[config.mk]
export PLATFORM = sky130hd
export DESIGN_NAME = packbits_run_length_encoder_unit
export DESIGN_NICKNAME = d
export VERILOG_FILES = /design/src/hdl/pbrle_pkg.sv /design/src/hdl/pbrle_ram.sv /design/src/hdl/pbrle_ctrl.sv /design/src/hdl/pbrle_dp.sv /design/src/hdl/packbits_run_length_encoder_unit.sv
export VERILOG_INCLUDE_DIRS = /design/src /design/src/hdl
export SDC_FILE = /design/constraint.sdc
export NUM_CORES = 1
export LEC_CHECK = 0
export ABC_AREA = 1
export ABC_CLOCK_PERIOD_IN_PS = 3600
export BUFFER_PORTS_ARGS = -buffer_cell sky130_fd_sc_hd__buf_4
export CAP_MARGIN = 20
export CORE_ASPECT_RATIO = 1.5
export CORE_MARGIN = 4
export CORE_UTILIZATION = 50
export DETAILED_ROUTE_END_ITERATION = 16
export GPL_ROUTABILITY_DRIVEN = 1
export PLACE_DENSITY = 0.66
export SYNTH_ARGS = -nofsm -noshare
export SYNTH_HDL_FRONTEND = slang
export SYNTH_HIERARCHICAL = 1
export SYNTH_SLANG_ARGS = --single-unit
export TNS_END_PERCENT = 100
[constraint.sdc]
create_clock -name i_clk -period 3.6 [get_ports i_clk]
set_input_delay 1.08 -clock i_clk [delete_from_list [all_inputs] [get_ports i_clk]]
set_output_delay 1.08 -clock i_clk [all_outputs]
set_load 0.05 [all_outputs]
[src/hdl/packbits_run_length_encoder_unit_assert.svh]
// Assertion macros used by the run-length encoder datapath.
// Each expects i_clk and i_rst_n in the scope where it is used.
`ifndef PACKBITS_RUN_LENGTH_ENCODER_UNIT_ASSERT_SVH
`define PACKBITS_RUN_LENGTH_ENCODER_UNIT_ASSERT_SVH

// same-cycle implication
`define PBRLE_ASSERT_NOW(lbl, ante, cons, msg) \
    lbl: assert property (@(posedge i_clk) disable iff (!i_rst_n) (ante) |-> (cons)) \
        else $error(msg);

// next-cycle implication
`define PBRLE_ASSERT_NEXT(lbl, ante, cons, msg) \
    lbl: assert property (@(posedge i_clk) disable iff (!i_rst_n) (ante) |=> (cons)) \
        else $error(msg);

`endif

[src/hdl/pbrle_pkg.sv]
// Package for the PackBits run-length encoder: item types, controller
// states and the command/status structs between controller and datapath.
`default_nettype none

package pbrle_pkg;

    localparam int MAX_RUN_DEF = 32;
    localparam int BYTE_W      = 8;

    typedef struct packed {
        logic [BYTE_W-1:0] data_byte;
        logic              stream_end;
    } t_enc_in;

    typedef struct packed {
        logic [BYTE_W-1:0] out_byte;
        logic              is_header;
        logic              final_of_stream;
        logic              final_of_step;
    } t_enc_out;

    typedef enum logic [2:0] {
        ST_IDLE,
        ST_MAIN,
        ST_DISPATCH,
        ST_LAST,
        ST_RUN_HDR,
        ST_RUN_VAL,
        ST_LIT_HDR,
        ST_LIT_DATA
    } t_state;

    typedef enum logic [1:0] {
        EMIT_RUN_HDR,
        EMIT_RUN_VAL,
        EMIT_LIT_HDR,
        EMIT_LIT_DATA
    } t_emit_sel;

    typedef struct packed {
        logic      load_in;
        logic      hold_b;
        logic      rep_start;
        logic      rep_inc;
        logic      clear_rep;
        logic      append_held;
        logic      lit_clear;
        logic      rd_rst;
        logic      rd_next;
        logic      emit;
        t_emit_sel emit_sel;
        logic      finish;
        logic      clear_all;
    } t_dp_cmd;

    typedef struct packed {
        logic in_repeat;
        logic rep_match;
        logic rep_next_full;
        logic held_valid;
        logic held_match;
        logic lit_empty;
        logic lit_next_full;
        logic last;
        logic rd_last;
        logic can_emit;
    } t_dp_stat;

endpackage

`default_nettype wire

[src/hdl/pbrle_ram.sv]
// Generic single-write, single-read RAM with registered read data.
// No dependencies.
`default_nettype none

module pbrle_ram #(
    parameter int WIDTH = 8,
    parameter int DEPTH = 32
) (
    input  wire logic                     i_clk,
    input  wire logic                     i_we,
    input  wire logic [$clog2(DEPTH)-1:0] i_waddr,
    input  wire logic [WIDTH-1:0]         i_wdata,
    input  wire logic [$clog2(DEPTH)-1:0] i_raddr,
    output logic      [WIDTH-1:0]         o_rdata
);

    logic [WIDTH-1:0] r_mem [DEPTH];
    logic [WIDTH-1:0] r_rdata;

    always_ff @(posedge i_clk) begin
        if (i_we) begin
            r_mem[i_waddr] <= i_wdata;
        end
        r_rdata <= r_mem[i_raddr];
    end

    assign o_rdata = r_rdata;

endmodule

`default_nettype wire

[src/hdl/pbrle_ctrl.sv]
// Controller state machine of the run-length encoder.
// Depends on pbrle_pkg; drives datapath commands from datapath status.
`default_nettype none

module pbrle_ctrl #(
    parameter int MAX_RUN = pbrle_pkg::MAX_RUN_DEF
) (
    input  wire logic               i_clk,
    input  wire logic               i_rst_n,
    input  wire logic               i_in_valid,
    output logic                    o_in_ready,
    input  wire pbrle_pkg::t_dp_stat i_stat,
    output pbrle_pkg::t_dp_cmd       o_cmd
);

    import pbrle_pkg::*;

    localparam logic START_FULL = (MAX_RUN <= 2);

    t_state  r_state, n_state;
    logic    r_run_req, n_run_req;
    logic    r_flush_req, n_flush_req;
    logic    r_tail_done, n_tail_done;
    t_dp_cmd cmd;

    always_ff @(posedge i_clk) begin
        if (!i_rst_n) begin
            r_state     <= ST_IDLE;
            r_run_req   <= 1'b0;
            r_flush_req <= 1'b0;
            r_tail_done <= 1'b0;
        end else begin
            r_state     <= n_state;
            r_run_req   <= n_run_req;
            r_flush_req <= n_flush_req;
            r_tail_done <= n_tail_done;
        end
    end

    always_comb begin
        n_state      = r_state;
        n_run_req    = r_run_req;
        n_flush_req  = r_flush_req;
        n_tail_done  = r_tail_done;
        cmd          = '0;
        cmd.emit_sel = EMIT_RUN_HDR;
        o_in_ready   = 1'b0;

        case (r_state)
            ST_IDLE: begin
                o_in_ready = 1'b1;
                if (i_in_valid) begin
                    cmd.load_in = 1'b1;
                    n_state     = ST_MAIN;
                end
            end
            ST_MAIN: begin
                n_tail_done = 1'b0;
                n_state     = ST_DISPATCH;
                if (i_stat.in_repeat) begin
                    if (i_stat.rep_match) begin
                        cmd.rep_inc = 1'b1;
                        n_run_req   = i_stat.rep_next_full;
                    end else begin
                        cmd.hold_b = 1'b1;
                        n_run_req  = 1'b1;
                    end
                end else if (!i_stat.held_valid) begin
                    cmd.hold_b = 1'b1;
                end else if (i_stat.held_match) begin
                    cmd.rep_start = 1'b1;
                    n_flush_req   = !i_stat.lit_empty;
                    n_run_req     = START_FULL;
                end else begin
                    cmd.append_held = 1'b1;
                    cmd.hold_b      = 1'b1;
                    n_flush_req     = i_stat.lit_next_full;
                end
            end
            ST_DISPATCH: begin
                if (r_flush_req) begin
                    cmd.rd_rst = 1'b1;
                    n_state    = ST_LIT_HDR;
                end else if (r_run_req) begin
                    n_state = ST_RUN_HDR;
                end else if (i_stat.last && !r_tail_done) begin
                    n_state = ST_LAST;
                end else if (i_stat.can_emit) begin
                    cmd.finish    = 1'b1;
                    cmd.clear_all = i_stat.last;
                    n_state       = ST_IDLE;
                end
            end
            ST_LAST: begin
                n_tail_done = 1'b1;
                n_state     = ST_DISPATCH;
                if (i_stat.in_repeat) begin
                    n_run_req = 1'b1;
                end else begin
                    cmd.append_held = i_stat.held_valid;
                    n_flush_req     = i_stat.held_valid || !i_stat.lit_empty;
                end
            end
            ST_RUN_HDR: begin
                cmd.emit_sel = EMIT_RUN_HDR;
                if (i_stat.can_emit) begin
                    cmd.emit = 1'b1;
                    n_state  = ST_RUN_VAL;
                end
            end
            ST_RUN_VAL: begin
                cmd.emit_sel = EMIT_RUN_VAL;
                if (i_stat.can_emit) begin
                    cmd.emit      = 1'b1;
                    cmd.clear_rep = 1'b1;
                    n_run_req     = 1'b0;
                    n_state       = ST_DISPATCH;
                end
            end
            ST_LIT_HDR: begin
                cmd.emit_sel = EMIT_LIT_HDR;
                if (i_stat.can_emit) begin
                    cmd.emit = 1'b1;
                    n_state  = ST_LIT_DATA;
                end
            end
            ST_LIT_DATA: begin
                cmd.emit_sel = EMIT_LIT_DATA;
                if (i_stat.can_emit) begin
                    cmd.emit    = 1'b1;
                    cmd.rd_next = 1'b1;
                    if (i_stat.rd_last) begin
                        cmd.lit_clear = 1'b1;
                        n_flush_req   = 1'b0;
                        n_state       = ST_DISPATCH;
                    end
                end
            end
            default: begin
                n_state = ST_IDLE;
            end
        endcase
    end

    assign o_cmd = cmd;

endmodule

`default_nettype wire

[src/hdl/pbrle_dp.sv]
// Datapath of the run-length encoder: run and literal state, literal
// buffer RAM, staging and output registers. Depends on pbrle_pkg, pbrle_ram and the assertion header.
`default_nettype none

`include "packbits_run_length_encoder_unit_assert.svh"

module pbrle_dp #(
    parameter int MAX_RUN = pbrle_pkg::MAX_RUN_DEF
) (
    input  wire logic                i_clk,
    input  wire logic                i_rst_n,
    input  wire pbrle_pkg::t_enc_in  i_in_item,
    input  wire pbrle_pkg::t_dp_cmd  i_cmd,
    output pbrle_pkg::t_dp_stat      o_stat,
    output logic                     o_out_valid,
    input  wire logic                i_out_ready,
    output pbrle_pkg::t_enc_out      o_out_item
);

    import pbrle_pkg::*;

    localparam int CNT_W = $clog2(MAX_RUN + 1);
    localparam int IDX_W = $clog2(MAX_RUN);

    logic [BYTE_W-1:0] r_byte;
    logic              r_last;
    logic [BYTE_W-1:0] r_held;
    logic              r_held_valid;
    logic              r_in_repeat;
    logic [CNT_W-1:0]  r_rep_cnt;
    logic [BYTE_W-1:0] r_rep_val;
    logic [CNT_W-1:0]  r_lit_cnt;
    logic [CNT_W-1:0]  r_rd_idx;
    logic [BYTE_W-1:0] r_pend_byte;
    logic              r_pend_hdr;
    logic              r_pend_valid;
    t_enc_out          r_out;
    logic              r_out_valid;

    logic [CNT_W-1:0]  rd_idx_inc;
    logic [IDX_W-1:0]  rd_addr;
    logic [BYTE_W-1:0] ram_rdata;
    logic              out_free;
    logic              push;
    logic [BYTE_W-1:0] emit_byte;
    logic              emit_hdr;
    t_enc_out          out_next;

    assign rd_idx_inc = CNT_W'(r_rd_idx + 1'b1);
    assign rd_addr    = i_cmd.rd_next ? rd_idx_inc[IDX_W-1:0] : r_rd_idx[IDX_W-1:0];

    pbrle_ram #(
        .WIDTH (BYTE_W),
        .DEPTH (MAX_RUN)
    ) u_lit_ram (
        .i_clk   (i_clk),
        .i_we    (i_cmd.append_held),
        .i_waddr (r_lit_cnt[IDX_W-1:0]),
        .i_wdata (r_held),
        .i_raddr (rd_addr),
        .o_rdata (ram_rdata)
    );

    assign out_free = !r_out_valid || i_out_ready;
    assign push     = (i_cmd.emit || i_cmd.finish) && r_pend_valid;

    always_comb begin
        case (i_cmd.emit_sel)
            EMIT_RUN_HDR: begin
                emit_byte = BYTE_W'(9'd257 - 9'(r_rep_cnt));
                emit_hdr  = 1'b1;
            end
            EMIT_RUN_VAL: begin
                emit_byte = r_rep_val;
                emit_hdr  = 1'b0;
            end
            EMIT_LIT_HDR: begin
                emit_byte = BYTE_W'(r_lit_cnt) - BYTE_W'(1);
                emit_hdr  = 1'b1;
            end
            EMIT_LIT_DATA: begin
                emit_byte = ram_rdata;
                emit_hdr  = 1'b0;
            end
            default: begin
                emit_byte = '0;
                emit_hdr  = 1'b0;
            end
        endcase
    end

    always_comb begin
        out_next.out_byte        = r_pend_byte;
        out_next.is_header       = r_pend_hdr;
        out_next.final_of_stream = i_cmd.finish && r_last;
        out_next.final_of_step   = i_cmd.finish;
    end

    always_ff @(posedge i_clk) begin
        if (!i_rst_n) begin
            r_held_valid <= 1'b0;
            r_in_repeat  <= 1'b0;
            r_rep_cnt    <= '0;
            r_lit_cnt    <= '0;
            r_rd_idx     <= '0;
            r_pend_valid <= 1'b0;
            r_out_valid  <= 1'b0;
        end else begin
            if (i_cmd.hold_b) begin
                r_held_valid <= 1'b1;
            end
            if (i_cmd.rep_start) begin
                r_held_valid <= 1'b0;
                r_in_repeat  <= 1'b1;
                r_rep_cnt    <= CNT_W'(2);
            end
            if (i_cmd.rep_inc) begin
                r_rep_cnt <= CNT_W'(r_rep_cnt + 1'b1);
            end
            if (i_cmd.clear_rep) begin
                r_in_repeat <= 1'b0;
                r_rep_cnt   <= '0;
            end
            if (i_cmd.append_held) begin
                r_lit_cnt <= CNT_W'(r_lit_cnt + 1'b1);
            end
            if (i_cmd.lit_clear) begin
                r_lit_cnt <= '0;
            end
            if (i_cmd.rd_rst) begin
                r_rd_idx <= '0;
            end else if (i_cmd.rd_next) begin
                r_rd_idx <= rd_idx_inc;
            end
            if (i_cmd.clear_all) begin
                r_held_valid <= 1'b0;
                r_in_repeat  <= 1'b0;
                r_rep_cnt    <= '0;
                r_lit_cnt    <= '0;
            end
            if (i_cmd.emit) begin
                r_pend_valid <= 1'b1;
            end else if (i_cmd.finish) begin
                r_pend_valid <= 1'b0;
            end
            if (push) begin
                r_out_valid <= 1'b1;
            end else if (i_out_ready) begin
                r_out_valid <= 1'b0;
            end
        end
    end

    always_ff @(posedge i_clk) begin
        if (i_cmd.load_in) begin
            r_byte <= i_in_item.data_byte;
            r_last <= i_in_item.stream_end;
        end
        if (i_cmd.hold_b) begin
            r_held <= r_byte;
        end
        if (i_cmd.rep_start) begin
            r_rep_val <= r_byte;
        end
        if (i_cmd.emit) begin
            r_pend_byte <= emit_byte;
            r_pend_hdr  <= emit_hdr;
        end
        if (push) begin
            r_out <= out_next;
        end
    end

    always_comb begin
        o_stat.in_repeat     = r_in_repeat;
        o_stat.rep_match     = (r_byte == r_rep_val);
        o_stat.rep_next_full = (r_rep_cnt == CNT_W'(MAX_RUN - 1));
        o_stat.held_valid    = r_held_valid;
        o_stat.held_match    = (r_byte == r_held);
        o_stat.lit_empty     = (r_lit_cnt == '0);
        o_stat.lit_next_full = (r_lit_cnt == CNT_W'(MAX_RUN - 1));
        o_stat.last          = r_last;
        o_stat.rd_last       = (rd_idx_inc == r_lit_cnt);
        o_stat.can_emit      = !r_pend_valid || out_free;
    end

    assign o_out_valid = r_out_valid;
    assign o_out_item  = r_out;

    `PBRLE_ASSERT_NOW(a_emit_has_room, i_cmd.emit || i_cmd.finish,
        !r_pend_valid || out_free, "item pushed into a full output stage")
    `PBRLE_ASSERT_NOW(a_append_not_full, i_cmd.append_held,
        r_lit_cnt < CNT_W'(MAX_RUN), "literal append into a full buffer")
    `PBRLE_ASSERT_NOW(a_run_len_range, r_in_repeat,
        r_rep_cnt >= CNT_W'(2) && r_rep_cnt <= CNT_W'(MAX_RUN), "run length out of range")
    `PBRLE_ASSERT_NEXT(a_stream_end_clears, i_cmd.finish && r_last,
        !r_held_valid && !r_in_repeat && r_lit_cnt == '0 && !r_pend_valid,
        "state not cleared after end of stream")

endmodule

`default_nettype wire

[src/hdl/packbits_run_length_encoder_unit.sv]
// PackBits run-length encoder, one byte accepted at a time.
// Each item runs through the accept/classify/finish sequence of the controller; a run adds its
// header and value, a literal block of n bytes adds its header and n data bytes, the end-of-stream
// pass adds a tail step, and output stalls hold the sequence. A new item is accepted only when the
// previous one is finished; results leave through a staging register and then an output register.
// Reset: synchronous, active low; clears control state, literal buffer RAM is not cleared.
`default_nettype none

module packbits_run_length_encoder_unit #(
    parameter int MAX_RUN = pbrle_pkg::MAX_RUN_DEF
) (
    input  wire logic               i_clk,
    input  wire logic               i_rst_n,
    input  wire logic               i_in_valid,
    output logic                    o_in_ready,
    input  wire pbrle_pkg::t_enc_in i_in_item,
    output logic                    o_out_valid,
    input  wire logic               i_out_ready,
    output pbrle_pkg::t_enc_out     o_out_item
);

    import pbrle_pkg::*;

    t_dp_cmd  dp_cmd;
    t_dp_stat dp_stat;

    pbrle_ctrl #(
        .MAX_RUN (MAX_RUN)
    ) u_ctrl (
        .i_clk      (i_clk),
        .i_rst_n    (i_rst_n),
        .i_in_valid (i_in_valid),
        .o_in_ready (o_in_ready),
        .i_stat     (dp_stat),
        .o_cmd      (dp_cmd)
    );

    pbrle_dp #(
        .MAX_RUN (MAX_RUN)
    ) u_dp (
        .i_clk       (i_clk),
        .i_rst_n     (i_rst_n),
        .i_in_item   (i_in_item),
        .i_cmd       (dp_cmd),
        .o_stat      (dp_stat),
        .o_out_valid (o_out_valid),
        .i_out_ready (i_out_ready),
        .o_out_item  (o_out_item)
    );

endmodule

`default_nettype wire
==> metrics.yaml <==
run_status:
  outcome: "finished, final reports clean"
setup_path:
  crit_path_end_kind: "flip-flop"
  r2r-end: "u_dp/u_lit_ram/r_mem[12][6]"
  cpMostUsedCell: "inv_1"
  worst-r2r-cell-count: 11
  path_cells: "nand2_1 -> inv_1 -> o22ai_1 -> nor3_1 -> inv_1 -> nand2_1 -> o21ai_2 -> inv_1 -> nor2_1 -> nand3_1 -> nor2_1"
  r2r-start: "u_dp/r_held[1]"
  worstSetupPathType: "flip-flop to flip-flop"
  cpPeakStageDelay_ns: 0.78
  r2r_slack_ns: 0.23
  cp-start-kind: "flip-flop"
  worstPathArrival_ns: 3.54
  crit_slowest_cell: "nor2_1"
  worst-path-max-fanout: 9
  worstPathRequired_ns: 3.77
die:
  die-width_um: 147
  dieArea_mm2: 0.0319
  core_mm2: 0.0287
  start_util: 0.505
  rows: 76
  ios: 26
  die_h_um: 217
routing:
  drc: 0
  first_pass_iters: 5
  routed_via_density: 5.46
  num_vias: 9783
  wire_per_inst_um: 19.3
  route.final.wire_length_um: 34600
  ant_nets: 0
  drt_iter0_drc: 787
sta:
  setup_viol: 0
  hold_viol: 0
  min_period_ns: 3.37
  skew_ns: 0.0111
  tightest_slew_ns: 0.869
  fmax_mhz: 297
  fin_tns_setup_ns: 0
  finalCritPeriodShare: 0.936
  rsz0062_at_grt: "false"
  final_max_slew_viol_count: 0
  maxSlewHeadroom: 0.418
  setup_ws_ns: 0.231
global_route:
  grt_first_pass_wirelength_um: 54000
  grt.overflow.total: 0
  grt_max_degree: 65
  grtUsageTotal: 0.218
  antenna_found_initial: 0
  grt_pass1_vias: 9970
power:
  vdd_drop_max_uv: 459
  p_leak_uw: 0.00585
  power-per-cell-area_mw_per_mm2: 580
clock_network:
  path_clk_slew_ns: 0.06
  htree_levels: 1
  cts-resized-gates: 0
  cts_max_path_buffers: 3
  cts_made_buffers: 29
  cts_tree: "built"
  cts-root-buf: "clkbuf_16"
  cts_hold_buf: 0
  post-cts-setup-buffer-count: 0
  clk_latency_ns: 0.55
  cts_sinks: 337
min_path:
  whs_path_depth: 0
  hold_start: "u_dp/r_pend_byte[2]"
  hp-class: "flip-flop to flip-flop"
  holdPathEnd: "u_dp/o_out_item[5]"
placement:
  routabilityCongestion: 0.936
  dp_hpwl_um: 22800
  port_buffers: 25
  pre_cts_slack_ns: 0.210
cells_and_area:
  drive_gt1_frac: 0.0798
  diodes: 0
  nets: 1404
  syn2layout_area_growth_pct: 9.83
synth:
  ys_seq_area_frac: 0.673
  yosysWarnings: 6
  syn-cell-area_mm2: 0.0145
  yosysUniqueCellTypes: 38
  synthesis.nets: 1379
  syn_inst: 1359
  avgSynthCellArea_um2: 10.7
  synth_seq_cells: 337
job:
  drv_cap: 0
-- sequential cells by signal, indices dropped and copies added, names as in the netlist, 3 cells and up --
register                cells
u_ctrl/r_state              3
u_dp/o_out_item            11
u_dp/r_byte                 8
u_dp/r_held                 8
u_dp/r_lit_cnt              6
u_dp/r_pend_byte            8
u_dp/r_rd_idx               6
u_dp/r_rep_cnt              6
u_dp/r_rep_val              8
u_dp/u_lit_ram/o_rdata      8
u_dp/u_lit_ram/r_mem      256
-- cells by family (layout without fill, tap and decap cells) --
group                      count (synthesis)  count (layout)  synth area share
and+or+nand+nor                          822             822             0.241
xor gates and xnor gates                  18              18            0.0109
AOI/OAI and AO/OA                         51              51            0.0204
adders and majority gates                  7               7           0.00604
buffers and inverters                    124             168            0.0486
DFF                                      337             337             0.673
-- synthesized netlist by cell type --
cell type	n	share of area
nand2_1	464	0.12
edfxtp_1	301	0.62
nand3_1	235	0.081
nor2_1	82	0.021
inv_1	59	0.015
dfxtp_1	36	0.050
buf_6	24	0.019
a21oi_1	19	0.0066
buf_2	17	0.0059
xnor2_1	16	0.0097
nand4_1	14	0.0060
o21ai_0	14	0.0048
buf_4	10	0.0052
clkbuf_1	7	0.0018
ha_1	7	0.0060
nor3_1	7	0.0024
nor2_2	6	0.0026
inv_2	5	0.0013
nand2_2	5	0.0022
a211oi_1	3	0.0016
a22oi_1	3	0.0016
nor3b_1	3	0.0016
a31oi_1	2	0.00086
buf_1	2	0.00052
o2111ai_1	2	0.0012
o22ai_1	2	0.00086
o31ai_1	2	0.0010
xor2_1	2	0.0012
nand3_2	1	0.00069
nor2_4	1	0.00078
nor3_2	1	0.00069
nor3_4	1	0.0011
nor4_1	1	0.00043
o211ai_1	1	0.00052
o21a_1	1	0.00052
o21ai_1	1	0.00034
o21ai_2	1	0.00060
or2_1	1	0.00043
-- critical path: cells and delay by family (launching register included) --
family | cells | cell delay (ns)
compound gates | 2 | 0.28
flops | 1 | 0.52
simple gates | 6 | 1.98
buf+inv | 3 | 0.21
-- cells in the final DEF, fill, tap and decap left out, types with 2 or more instances in the layout --
cell / count
nand2_1: 462
edfxtp_1: 301
nand3_1: 235
nor2_1: 82
inv_1: 59
buf_4: 47
dfxtp_1: 36
clkbuf_16: 29
a21oi_1: 19
xnor2_1: 16
o21ai_0: 14
nand4_1: 14
clkinv_1: 9
nor3_1: 7
ha_1: 7
buf_12: 7
clkbuf_1: 6
nor2_2: 6
nand2_2: 6
inv_2: 4
bufinv_16: 3
nor3b_1: 3
a22oi_1: 3
a211oi_1: 3
clkinv_4: 2
a31oi_1: 2
o31ai_1: 2
o2111ai_1: 2
xor2_1: 2
o22ai_1: 2
-- metal layers --
layer | GRT usage | up-vias | routed length [um] | share of wire
li1 | - | 4697 | - | -
met2 | 0.410 | 296 | 18600 | 0.54
met5 | 0 | - | 0 | 0
met4 | 0.122 | 0 | 2090 | 0.061
met3 | 0.0186 | 101 | 1420 | 0.041
met1 | 0.240 | 4689 | 12500 | 0.36
-- power by group --
group / leakage [uW] / internal (uW) / total [uW] / switching, uW
logic: 0.00241 / 362 / 1390 / 1020
registers: 0.00301 / 4730 / 4870 / 143
clock network: 0.000429 / 1680 / 2990 / 1300
-- stage by stage --
step	utilization	total power [uW]	std cells	area [um^2]	hold WS [ns]
floorplan	-	5800	1359	14500	0.400
global placement	0.523	6320	1742	15000	0.404
detailed placement	0.523	6340	1743	15000	0.405
CTS	0.555	9300	1793	15900	0.419
global route	0.555	9600	1793	15900	0.426
finish	0.555	9240	1793	15900	0.418
-- worst max-delay path by stage --
stage	startpoint	end	depth (start not counted)
5_1_grt	u_dp/r_held[1]	u_dp/u_lit_ram/r_mem[12][6]	11
2_1_floorplan	u_dp/r_held[2]	u_dp/r_rep_cnt[5]	10
4_1_cts	u_dp/r_held[1]	u_dp/u_lit_ram/r_mem[12][6]	11
6_report	u_dp/r_held[1]	u_dp/u_lit_ram/r_mem[12][6]	11
3_5_place_dp	u_dp/r_held[1]	u_dp/u_lit_ram/r_mem[12][3]	11
3_3_place_gp	u_dp/r_held[1]	u_dp/u_lit_ram/r_mem[12][6]	11
-- final cells by class --
type	count	area (um^2)
Fill cell	2507	12800
Tap cell	390	488
Inverter	64	241
Clock inverter	15	149
Timing Repair Buffer	54	493
Clock buffer	35	748
Multi-Input combinational cell	898	4050
Sequential cell	337	9760
No activity file was read; power rests on OpenSTA's default activity.
